**config.mk**
```make
export PLATFORM = sky130hd
export DESIGN_NAME = ffha_ctrl
export DESIGN_NICKNAME = d
export VERILOG_FILES = /design/src/rtl/core/ffha_pkg.sv /design/src/rtl/core/ffha_ctrl.sv
export SDC_FILE = /design/constraint.sdc
export NUM_CORES = 1
export LEC_CHECK = 0
export BUFFER_PORTS_ARGS = -buffer_cell sky130_fd_sc_hd__buf_2
export CAP_MARGIN = 20
export CORE_AREA = 2 2 50 52
export CTS_BUF_LIST = sky130_fd_sc_hd__clkbuf_4
export CTS_CLUSTER_SIZE = 12
export DETAILED_ROUTE_END_ITERATION = 7
export DIE_AREA = 0 0 52 54
export MAX_ROUTING_LAYER = met4
export PLACE_DENSITY = 0.78
export SLEW_MARGIN = 25
export SYNTH_ARGS = -nofsm -noshare
export SYNTH_HDL_FRONTEND = slang
export SYNTH_SLANG_ARGS = --single-unit
```
**constraint.sdc**
```tcl
create_clock -name clk -period 1.4 [get_ports clk]
set_input_delay 0.21 -clock clk [delete_from_list [all_inputs] [get_ports clk]]
set_output_delay 0.21 -clock clk [all_outputs]
set_load 0.005 [all_outputs]
```
**src/rtl/core/ffha_pkg.sv**
```systemverilog
// Shared constants, codes, types and helper functions of the first-fit heap allocator.
// Depends on nothing; every other file of the block but ffha_ram imports it.
package ffha_pkg;

  // Heap geometry. ALIGN_BYTES must be a power of two.
  localparam int HEAP_BYTES      = 4096;
  localparam int ALIGN_BYTES     = 4;
  localparam int HEADER_BYTES    = 8;
  localparam int MIN_BLOCK_BYTES = 12;

  localparam int HEAP_END = ((HEAP_BYTES + ALIGN_BYTES - 1) / ALIGN_BYTES) * ALIGN_BYTES;
  localparam int HDR      = ((HEADER_BYTES + ALIGN_BYTES - 1) / ALIGN_BYTES) * ALIGN_BYTES;
  localparam int MIN_DATA = ((MIN_BLOCK_BYTES + ALIGN_BYTES - 1) / ALIGN_BYTES) * ALIGN_BYTES;
  localparam int SLOTS    = HEAP_END / ALIGN_BYTES + 1;
  localparam int ALIGN_SH = $clog2(ALIGN_BYTES);

  localparam int OFF_W  = $clog2(HEAP_END + 1);
  localparam int SLOT_W = $clog2(SLOTS);
  localparam int STEP_W = $clog2(SLOTS + 1);
  localparam int REQ_W  = 16;
  localparam int FIT_W  = REQ_W + 1;
  localparam int ACT_W  = 2;
  localparam int ST_W   = 2;
  localparam int DATA_W = 13;

  localparam logic [ACT_W-1:0] ACT_ALLOC = 2'd0;
  localparam logic [ACT_W-1:0] ACT_FREE  = 2'd1;
  localparam logic [ACT_W-1:0] ACT_TRIM  = 2'd2;

  localparam logic [ST_W-1:0] ST_OK     = 2'd0;
  localparam logic [ST_W-1:0] ST_REFUSE = 2'd1;
  localparam logic [ST_W-1:0] ST_BAD    = 2'd2;

  // Datapath operations issued by the controller.
  typedef logic [4:0] op_t;
  localparam op_t OP_NONE    = 5'd0;
  localparam op_t OP_INIT0   = 5'd1;
  localparam op_t OP_INIT1   = 5'd2;
  localparam op_t OP_LOAD    = 5'd3;
  localparam op_t OP_A_SETUP = 5'd4;
  localparam op_t OP_RD_PTR  = 5'd5;
  localparam op_t OP_A_ADV   = 5'd6;
  localparam op_t OP_A_FIT   = 5'd7;
  localparam op_t OP_LINK1   = 5'd8;
  localparam op_t OP_LINK2   = 5'd9;
  localparam op_t OP_MARK    = 5'd10;
  localparam op_t OP_RD_LF   = 5'd11;
  localparam op_t OP_W_ADV   = 5'd12;
  localparam op_t OP_F_CLR   = 5'd13;
  localparam op_t OP_F_N     = 5'd14;
  localparam op_t OP_F_MN    = 5'd15;
  localparam op_t OP_F_P     = 5'd16;
  localparam op_t OP_F_MP    = 5'd17;
  localparam op_t OP_T_SETUP = 5'd18;
  localparam op_t OP_T_N     = 5'd19;
  localparam op_t OP_T_FREE  = 5'd20;
  localparam op_t OP_T_SPLIT = 5'd21;
  localparam op_t OP_RES_BAD = 5'd22;

  // Conditions the controller branches on.
  typedef struct packed {
    logic [ACT_W-1:0] act;
    logic             req_zero;
    logic             size_big;
    logic             off_bad;
    logic             scan_go;
    logic             fit_ok;
    logic             split_alloc;
    logic             ptr_is_lf;
    logic             walk_go;
    logic             q_used;
    logic             grow;
    logic             same;
    logic             merge_n;
    logic             merge_p;
    logic             split;
  } dp_flags_t;

  // Rounds a request up to the alignment and to at least the minimum block.
  function automatic logic [FIT_W-1:0] fit_size(input logic [REQ_W-1:0] r);
    logic [FIT_W-1:0] s;
    s = (FIT_W'(r) + FIT_W'(ALIGN_BYTES - 1)) & ~FIT_W'(ALIGN_BYTES - 1);
    return (s < FIT_W'(MIN_DATA)) ? FIT_W'(MIN_DATA) : s;
  endfunction

  // Header table entry of a header offset.
  function automatic logic [SLOT_W-1:0] slot_of(input logic [OFF_W-1:0] o);
    return SLOT_W'(o >> ALIGN_SH);
  endfunction

endpackage

```
**src/rtl/core/ffha_ctrl.sv**
```systemverilog
// Controller state machine of the heap allocator: sequences datapath operations.
// Depends on ffha_pkg.
module ffha_ctrl (
  input  logic                clk,
  input  logic                rst,
  input  logic                start,
  input  logic [ffha_pkg::ACT_W-1:0] action,
  input  ffha_pkg::dp_flags_t flags,
  output ffha_pkg::op_t       op,
  output logic                busy,
  output logic                valid
);
  import ffha_pkg::*;

  localparam logic [4:0] S_INIT0   = 5'd0;
  localparam logic [4:0] S_INIT1   = 5'd1;
  localparam logic [4:0] S_IDLE    = 5'd2;
  localparam logic [4:0] S_A_START = 5'd3;
  localparam logic [4:0] S_A_LOOP  = 5'd4;
  localparam logic [4:0] S_A_CHK   = 5'd5;
  localparam logic [4:0] S_LINK1   = 5'd6;
  localparam logic [4:0] S_LINK2   = 5'd7;
  localparam logic [4:0] S_A_MARK  = 5'd8;
  localparam logic [4:0] S_W_ISS   = 5'd9;
  localparam logic [4:0] S_W_CHK   = 5'd10;
  localparam logic [4:0] S_F_CLR   = 5'd11;
  localparam logic [4:0] S_F_RD    = 5'd12;
  localparam logic [4:0] S_F_N     = 5'd13;
  localparam logic [4:0] S_F_MN    = 5'd14;
  localparam logic [4:0] S_F_RDP   = 5'd15;
  localparam logic [4:0] S_F_P     = 5'd16;
  localparam logic [4:0] S_F_MP    = 5'd17;
  localparam logic [4:0] S_T_START = 5'd18;
  localparam logic [4:0] S_T_RD    = 5'd19;
  localparam logic [4:0] S_T_N     = 5'd20;
  localparam logic [4:0] S_T_ACT   = 5'd21;
  localparam logic [4:0] S_DONE    = 5'd22;

  logic [4:0] state, state_next;

  always_ff @(posedge clk) begin
    if (rst) begin
      state <= S_INIT0;
    end else begin
      state <= state_next;
    end
  end

  always_comb begin
    op = OP_NONE;
    state_next = state;
    case (state)
      S_INIT0: begin
        op = OP_INIT0;
        state_next = S_INIT1;
      end
      S_INIT1: begin
        op = OP_INIT1;
        state_next = S_IDLE;
      end
      S_IDLE: begin
        if (start) begin
          op = OP_LOAD;
          case (action)
            ACT_ALLOC: state_next = S_A_START;
            ACT_FREE:  state_next = S_F_CLR;
            ACT_TRIM:  state_next = S_T_START;
            default:   state_next = S_DONE;
          endcase
        end
      end
      S_A_START: begin
        if (flags.req_zero || flags.size_big) begin
          state_next = S_DONE;
        end else begin
          op = OP_A_SETUP;
          state_next = S_A_LOOP;
        end
      end
      S_A_LOOP: begin
        if (flags.scan_go) begin
          op = OP_RD_PTR;
          state_next = S_A_CHK;
        end else begin
          state_next = S_DONE;
        end
      end
      S_A_CHK: begin
        if (flags.fit_ok) begin
          op = OP_A_FIT;
          state_next = flags.split_alloc ? S_LINK1 : S_A_MARK;
        end else begin
          op = OP_A_ADV;
          state_next = S_A_LOOP;
        end
      end
      S_LINK1: begin
        op = OP_LINK1;
        state_next = S_LINK2;
      end
      S_LINK2: begin
        op = OP_LINK2;
        state_next = (flags.act == ACT_ALLOC) ? S_A_MARK : S_DONE;
      end
      S_A_MARK: begin
        op = OP_MARK;
        state_next = flags.ptr_is_lf ? S_W_ISS : S_DONE;
      end
      S_W_ISS: begin
        if (flags.walk_go) begin
          op = OP_RD_LF;
          state_next = S_W_CHK;
        end else begin
          state_next = S_DONE;
        end
      end
      S_W_CHK: begin
        if (flags.q_used) begin
          op = OP_W_ADV;
          state_next = S_W_ISS;
        end else begin
          state_next = S_DONE;
        end
      end
      S_F_CLR: begin
        if (flags.off_bad) begin
          op = OP_RES_BAD;
          state_next = S_DONE;
        end else begin
          op = OP_F_CLR;
          state_next = S_F_RD;
        end
      end
      S_F_RD: begin
        op = OP_RD_PTR;
        state_next = S_F_N;
      end
      S_F_N: begin
        op = OP_F_N;
        state_next = S_F_MN;
      end
      S_F_MN: begin
        if (flags.merge_n) op = OP_F_MN;
        state_next = S_F_RDP;
      end
      S_F_RDP: begin
        op = OP_RD_PTR;
        state_next = S_F_P;
      end
      S_F_P: begin
        op = OP_F_P;
        state_next = S_F_MP;
      end
      S_F_MP: begin
        if (flags.merge_p) op = OP_F_MP;
        state_next = S_DONE;
      end
      S_T_START: begin
        if (flags.size_big) begin
          state_next = S_DONE;
        end else if (flags.off_bad) begin
          op = OP_RES_BAD;
          state_next = S_DONE;
        end else begin
          op = OP_T_SETUP;
          state_next = S_T_RD;
        end
      end
      S_T_RD: begin
        op = OP_RD_PTR;
        state_next = S_T_N;
      end
      S_T_N: begin
        op = OP_T_N;
        state_next = (flags.grow || flags.same) ? S_DONE : S_T_ACT;
      end
      S_T_ACT: begin
        if (!flags.q_used) begin
          op = OP_T_FREE;
          state_next = S_LINK1;
        end else if (flags.split) begin
          op = OP_T_SPLIT;
          state_next = S_LINK1;
        end else begin
          state_next = S_DONE;
        end
      end
      S_DONE: state_next = S_IDLE;
      default: state_next = S_IDLE;
    endcase
  end

  assign busy  = (state != S_IDLE);
  assign valid = (state == S_DONE);

endmodule

```
==> out/results.md, run 1 <==
### Run status
- result of the run: finished, violations left
- violations in the final reports: negative setup slack

### Clock network
- Skew-Pair Late Insertion Delay: 0.26 ns
- number of buffers inserted by hold repair at cts: 0
- CTS root buffer: clkbuf_4
- clock tree from TritonCTS: built
- level count of the clock H-tree: 1
- clock transition at the register clock pins on the worst setup and hold paths after CTS: 0.05 ns
- Num CTS Buffers: 3
- clk sinks: 5
- number of buffers on the longest clock path: 2

### Layout
- register with the highest flop count: state
- biggest regs: state: 5 flops
- Net count, final: 258
- post-synthesis to final-layout area growth: 90.1%
- fillers: 106
- number of flip-flops under the largest register name: 5
- Inserted Diodes: 0
- share of cells above drive strength 1: 64.4%

### Yosys
- number of flops mapped to enable cells by yosys: 0
- register bit count reported by yosys: 5
- post-synth cell types: 53
- fraction of post-synthesis cell area in the top cell type by area: 9.22%
- Post-Synthesis Mean Instance Area: 7.05 sq um
- sequential area share after synthesis: 9.22%
- XOR/XNOR share of the synthesized area: 0.806%
- dominant cells by area after synthesis: dfxtp_1 (9.2%), nor2b_1 (5.8%), nand2b_1 (5.2%)
- area fraction in compound gates after synthesis: 38.0%
- post-synthesis mux area share: 1.84%
- Synth Instances: 154
- Syn Nets: 175
- largest family of logic cells by synthesized area: simple AND/OR/NAND/NOR gates
- synth warn: 0
- basic-gate share of the synthesized area counting and, or, nand and nor cells: 40.4%
- leading register cell type out of synthesis: dfxtp_1
- area of the mapped netlist: 1090 sq um
- share of flip-flops with an asynchronous set or reset: 0%
- largest area contributor in the netlist: dfxtp_1
- share of synthesized cell area in full adder, half adder and majority cells: 0%

### Pwr
- power per unit of standard cell area: 1880 nW/um^2
- post-route total power: 0.00388 W
- leakage power of the design: 0.866 nW
- Peak VDD IR: 1.42 mV

### GRT
- number of antenna violations at the first check in global routing: 0
- GRT Resource Usage Total: 43.2%
- pin count of the biggest net entering global routing: 15
- via count of the first global-routing pass: 1675
- remaining global-route overflow: 0
- wire length of the first global-routing pass: 8.52 mm

### Floorplan
- total die area: 2810 sq um
- initial cell density of the core: 46.8%
- # rows: 18
- area of the core region: 2320 sq um
- Vert. Die Dim: 54 um
- count of boundary I/O pins: 28
- width of the die: 52 um

### Timing
- Final Hold Fails: 0
- fin crit period: 1.86 ns
- fmax: 0.537 GHz
- Max transition margin: 69.2%
- clock skew after layout: 0.00891 ns
- final number of max-transition violations: 0
- Final Hold Slack: 0.136 ns
- share of the clock period used by the worst path after layout: 133%
- unrepaired setup endpoints after global routing: yes
- final critical-path setup slack: -0.464 ns
- slew at the pin with the worst max-slew slack: 0.455 ns
- setup violation total in the final timing report: 12

### Placement
- total of buffers placed on input and output ports: 27
- Detail Placement HPWL: 3.20 mm
- routability congestion estimate from global placement: 1.00

### Setup path
- highest cell delay on the worst timing path: 0.40 ns
- cell with the biggest individual delay on the critical path: dfxtp_4
- Critical Path Start: state[2]
- family of cells with the greatest summed delay on the critical path: compound AO/OA/AOI/OAI gates
- Crit path buffers/inverters: 1
- Critical Path RT: 1.19 ns
- start-to-end type of the worst setup path: reg2out
- ordered list of cells on the worst path: or2b_1, a211o_1, o31a_1, o221ai_2, buf_2
- critical path endpoint category: output port
- Arr. time, crit path: 1.65 ns
- startpoint type of the worst setup path: register
- maximum net fanout on the critical path: 6
- Reg-to-Reg Start: state[4]

### Routing
- via density per instance: 7.07
- Total Routed Length: 6.71 mm
- antenna-violating nets left: 0
- Residual DRC: 0
- DR vias: 1880
- per-cell routed wire length: 25.2 um
- total iterations of the first detailed-routing run: 5
- violation count after the first detailed-routing iteration: 177

### Run
- number of max-cap violations: 0

### Min path
- worst hold path type: in2reg
- startpoint of the worst hold path: rst

-- Yosys cell counts, types with 2 or more instances --
| library cell | count |
|---|---|
| nor2b_1 | 10 |
| nand3b_1 | 3 |
| inv_1 | 5 |
| buf_2 | 6 |
| clkbuf_1 | 3 |
| a41oi_1 | 3 |
| a21oi_1 | 9 |
| nor3_1 | 2 |
| o31a_1 | 2 |
| nor4_1 | 2 |
| nand4_1 | 2 |
| dfxtp_1 | 5 |
| nor3b_1 | 3 |
| o21ai_0 | 9 |
| a211o_1 | 2 |
| nand2_1 | 6 |
| o211ai_1 | 3 |
| nand2b_1 | 9 |
| buf_4 | 4 |
| nor3b_2 | 2 |
| nor2_1 | 12 |
| a31oi_1 | 4 |
| and4_1 | 2 |
| a32o_1 | 4 |
| or2_2 | 2 |
| a22oi_1 | 3 |
| nand3_1 | 6 |
| nor4b_1 | 3 |
| mux2i_1 | 2 |
| o211a_1 | 2 |
| a21o_1 | 2 |
-- power breakdown --
part | internal, W | switching [W]
combinational | 0.00164 | 0.00169
clock | 0.000128 | 0.0000746
sequential | 0.000221 | 0.000121
total | 0.00199 | 0.00189
-- kinds of logic (layout without fill, tap and decap cells) --
group                  count (synthesis)  after routing
buffers and inverters                 20            102
flip-flops                             5              5
multiplexers                           2              2
AND/OR/NAND/NOR                       71             71
AO/OA/AOI/OAI                         55             55
XOR/XNOR                               1              1
-- stage by stage --
| stage | instance area [sq um] | setup WS [ns] | instances | setup TNS, ns | util, % |
|---|---|---|---|---|---|
| 6_report | 2060 | -0.464 | 266 | -3.79 | 89.0 |
| 3_3_place_gp | 1540 | -0.241 | 242 | -1.86 | 66.4 |
| 3_5_place_dp | 1540 | -0.276 | 242 | -2.22 | 66.4 |
| 2_1_floorplan | 1120 | -0.00161 | 154 | -0.00161 | - |
| 4_1_cts | 1830 | -0.363 | 258 | -3.02 | 79.0 |
| 5_1_grt | 2060 | -0.516 | 266 | -4.19 | 89.0 |
-- cell usage in the layout (no fill, tap or decap), drive strengths merged, types with 3 or more instances in the layout --
master  instances
dfxtp           5
nand3           6
inv             4
nor2b          10
nor3b           5
nand3b          3
nor2           12
a22oi           4
buf            92
a21oi           9
nor4b           3
a41oi           4
a31oi           4
nand2b          9
clkbuf          4
a32o            4
o211ai          3
o21ai           9
nand2           6
-- routing by layer --
| layer | share of wire, % | wire length, um | track usage, % | vias to the layer above |
|---|---|---|---|---|
| li1 | - | - | - | 762 |
| met1 | 35 | 2370 | 47.8 | 861 |
| met2 | 45 | 3050 | 72.8 | 198 |
| met3 | 12 | 791 | 7.22 | 59 |
| met4 | 7.5 | 505 | 26.8 | 0 |
| met5 | 0 | 0 | - | - |
-- path summary, 6_finish.rpt --
check,endpoint,slack (ns),cells after the start
worst max-delay path,op[0],-0.46,5
worst min-delay path,state[1],0.14,2
worst max register to register,state[3],-0.33,7
worst min register to register,state[3],0.80,3
-- what timing repair did --
item	CTS	global route
setup buffers	14	10
gates cloned	0	0
pin swaps	13	19
setup endpoints to repair	12	12
resized for setup	46	43
-- area by class of cell --
cell class	count	area (sq um)	area share, %
flip-flops and latches	5	119	5.76
well taps	30	37.5	1.82
clock buffers	4	30.0	1.45
repair buffers	92	708	34.3
inverters	6	27.5	1.33
multi-input cells	129	1140	55.3
Power figures use the tool's default switching activity.
==> run 2: changes to the inputs <==
- PLACE_DENSITY: 0.78 -> 0.75
- clock period: 1.4 -> 2.25 ns (I/O delays scaled with it)
==> run 2 against run 1 <==
Net effect:
- the flow now finishes without violations
- critical path depth grew 1
- register-to-register slack gained 0.80 ns
- flip-flop and latch count is the same
- worst hold slack gained 0.13 ns
- via count shrank 28%
- largest cell class unchanged
- largest power group unchanged
- core utilization shrank 32 points
- die area is the same
- critical path type unchanged
- power shrank 64%
- first-iteration DRC count shrank 60%
==> out/results.md, run 2 (same netlist as run 1, synthesis figures left out) <==
### Pwr
- leakage power of the design: 0.527 nW, -39%
- switching pwr: 0.000708 W, -62%
- relative contribution of the clock network to total power: 8.8%, +3.6 points
- Flop pwr share: 15.7%, +6.9 points
- combinational group share of total power: 75.5%, -10 points
- switching share of power: 50.9%, +2.2 points
- Peak VDD IR: 0.658 mV, -54%
- power per unit of standard cell area: 1050 nW/um^2, -44%
- internal power summed over all cells: 0.000682 W, -66%

### Placement
- Detail Placement HPWL: 2.72 mm, -15%
- post-detailed-placement cell area: 1250 sq um, -19%
- routability congestion estimate from global placement: 0.942, -5.8%
- worst slack at placement: 0.289 ns, +0.564 ns
- total of buffers placed on input and output ports: 27, unchanged

### Layout
- Inserted Diodes: 0, unchanged
- fillers: 207, +95%
- number of flip-flops under the largest register name: 5, unchanged
- commonest cells after routing, fill and taps aside: buf_2 (27), buf_4 (13), nor2_1 (12), nand2b_1 (9), a21oi_1 (9)
- register with the highest flop count: state
- biggest regs: state: 5 flops
- most frequent standard cell in the layout excluding fill and tap cells: buf_2
- final non-filler cell area: 1330 sq um, -36%
- Layout Utilization: 57.3%, -32 points
- post-synthesis to final-layout area growth: 22.5%
- Net count, final: 206, -20%
- share of cells above drive strength 1: 34.2%, -30 points

### Setup path
- Worst setup endpoint: op[0]
- highest cell delay on the worst timing path: 0.46 ns, +0.06 ns
- start-to-end type of the worst setup path: reg2out
- Reg-to-Reg Start: state[1]
- maximum net fanout on the critical path: 11, +5
- ordered list of cells on the worst path: buf_4, or3b_2, o21ai_0, a32oi_1, o221ai_1, buf_2
- Critical Path RT: 1.91 ns, +0.72 ns
- cell with the biggest individual delay on the critical path: or3b_2
- setup slack of the worst register-to-register path: 0.47 ns, +0.80 ns
- startpoint type of the worst setup path: register
- worst r2r dst: state[3]
- depth of the worst register-to-register path: 5, -2
- Arr. time, crit path: 1.80 ns, +0.15 ns
- Critical Path Start: state[4]
- critical path endpoint category: output port

### Clock network
- clock transition at the register clock pins on the worst setup and hold paths after CTS: 0.05 ns, about the same
- number of buffers on the longest clock path: 2, unchanged
- clock tree from TritonCTS: built
- Skew-Pair Late Insertion Delay: 0.26 ns, about the same
- level count of the clock H-tree: 1, unchanged
- CTS root buffer: clkbuf_4
- clk sinks: 5, unchanged
- Num CTS Buffers: 3, unchanged

### Min path
- worst hold path type: in2reg

### Timing
- Max transition margin: 67.4%, -1.8 points
- Fin Setup TNS: 0 ns, +3.79 ns
- clock skew after layout: 0.00689 ns, -0.00202 ns
- final critical-path setup slack: 0.115 ns, +0.578 ns
- fin crit period: 2.14 ns
- slew at the pin with the worst max-slew slack: 0.485 ns, +0.0294 ns
- share of the clock period used by the worst path after layout: 94.9%
- unrepaired setup endpoints after global routing: no
- Final Hold Fails: 0, unchanged
- fmax: 0.468 GHz
- setup violation total in the final timing report: 0, -12
- Final Hold Slack: 0.262 ns, +0.126 ns
- final number of max-transition violations: 0, unchanged

### Routing
- Residual DRC: 0, unchanged
- total iterations of the first detailed-routing run: 4, -1
- antenna-violating nets left: 0, unchanged
- DR vias: 1356, -28%
- violation count after the first detailed-routing iteration: 71, -60%
- per-cell routed wire length: 17.5 um, -31%
- Total Routed Length: 3.74 mm, -44%
- via density per instance: 6.34, -10%

### Floorplan
- width of the die: 52 um, unchanged
- count of boundary I/O pins: 28, unchanged
- area of the core region: 2320 sq um, unchanged
- Vert. Die Dim: 54 um, unchanged
- initial cell density of the core: 46.8%, unchanged
- # rows: 18, unchanged
- total die area: 2810 sq um, unchanged

### Run status
- result of the run: finished, final reports clean

### Run
- number of max-cap violations: 0, unchanged

### GRT
- pin count of the biggest net entering global routing: 22, +7
- GRT Resource Usage Total: 28.6%, -15 points
- wire length of the first global-routing pass: 5.80 mm, -32%
- number of antenna violations at the first check in global routing: 0, unchanged
- remaining global-route overflow: 0, unchanged
- via count of the first global-routing pass: 1257, -25%

-- run 2: worst max-delay path: cells and delay by family (launching register included) --
| kind | cells | cell delay, ns |
|---|---|---|
| AND/OR/NAND/NOR | 1 | 0.46 |
| flip-flops | 1 | 0.37 |
| AO/OA/AOI/OAI | 3 | 0.37 |
| buffers and inverters | 2 | 0.34 |
-- run 2: layout make-up --
type / instances / area [sq um] / area share, %
timing repair buffer: 40 / 233 / 17.5
tap: 30 / 37.5 / 2.82
sequential: 5 / 106 / 8.00
inverter: 6 / 26.3 / 1.98
clock buffer: 4 / 30.0 / 2.26
multi-input combinational: 129 / 897 / 67.5
-- run 2: timing repair --
| item | 4_1_cts | 5_1_grt |
|---|---|---|
| setup endpoints to repair | 0 | 5 |
| gates resized for setup | 0 | 11 |
| setup buffers | 0 | 3 |
| hold buffers | 0 | 0 |
-- run 2: through the flow --
step	total power [W]	cells
floorplan	0.000908	154
global placement	0.00115	207
detailed placement	0.00117	207
CTS	0.00130	211
global route	0.00150	214
finish	0.00139	214
-- run 2: how the worst min path moves through the flow --
stage	to	depth (start not counted)	startpoint
detailed placement	state[1]	2	rst
CTS	state[1]	2	rst
global placement	state[1]	2	rst
finish	state[1]	2	rst
global route	state[1]	2	rst
floorplan	state[1]	1	rst
-- run 2: power by group through the flow --
stage	combinational [W]	sequential [W]	clock, W
finish	0.00105	0.000218	0.000123
global placement	0.000950	0.000200	0
floorplan	0.000762	0.000146	0
detailed placement	0.000967	0.000204	0
global route	0.00114	0.000228	0.000130
CTS	0.000973	0.000202	0.000122
-- run 2: routing by layer --
metal  track usage [%]  vias to the layer above  routed length, um
met3              3.33                       12                223
met5                 -                        -                  0
met2              46.0                       59               1770
met1              34.5                      630               1620
met4              16.2                        0                119
li1                  -                      655                  -
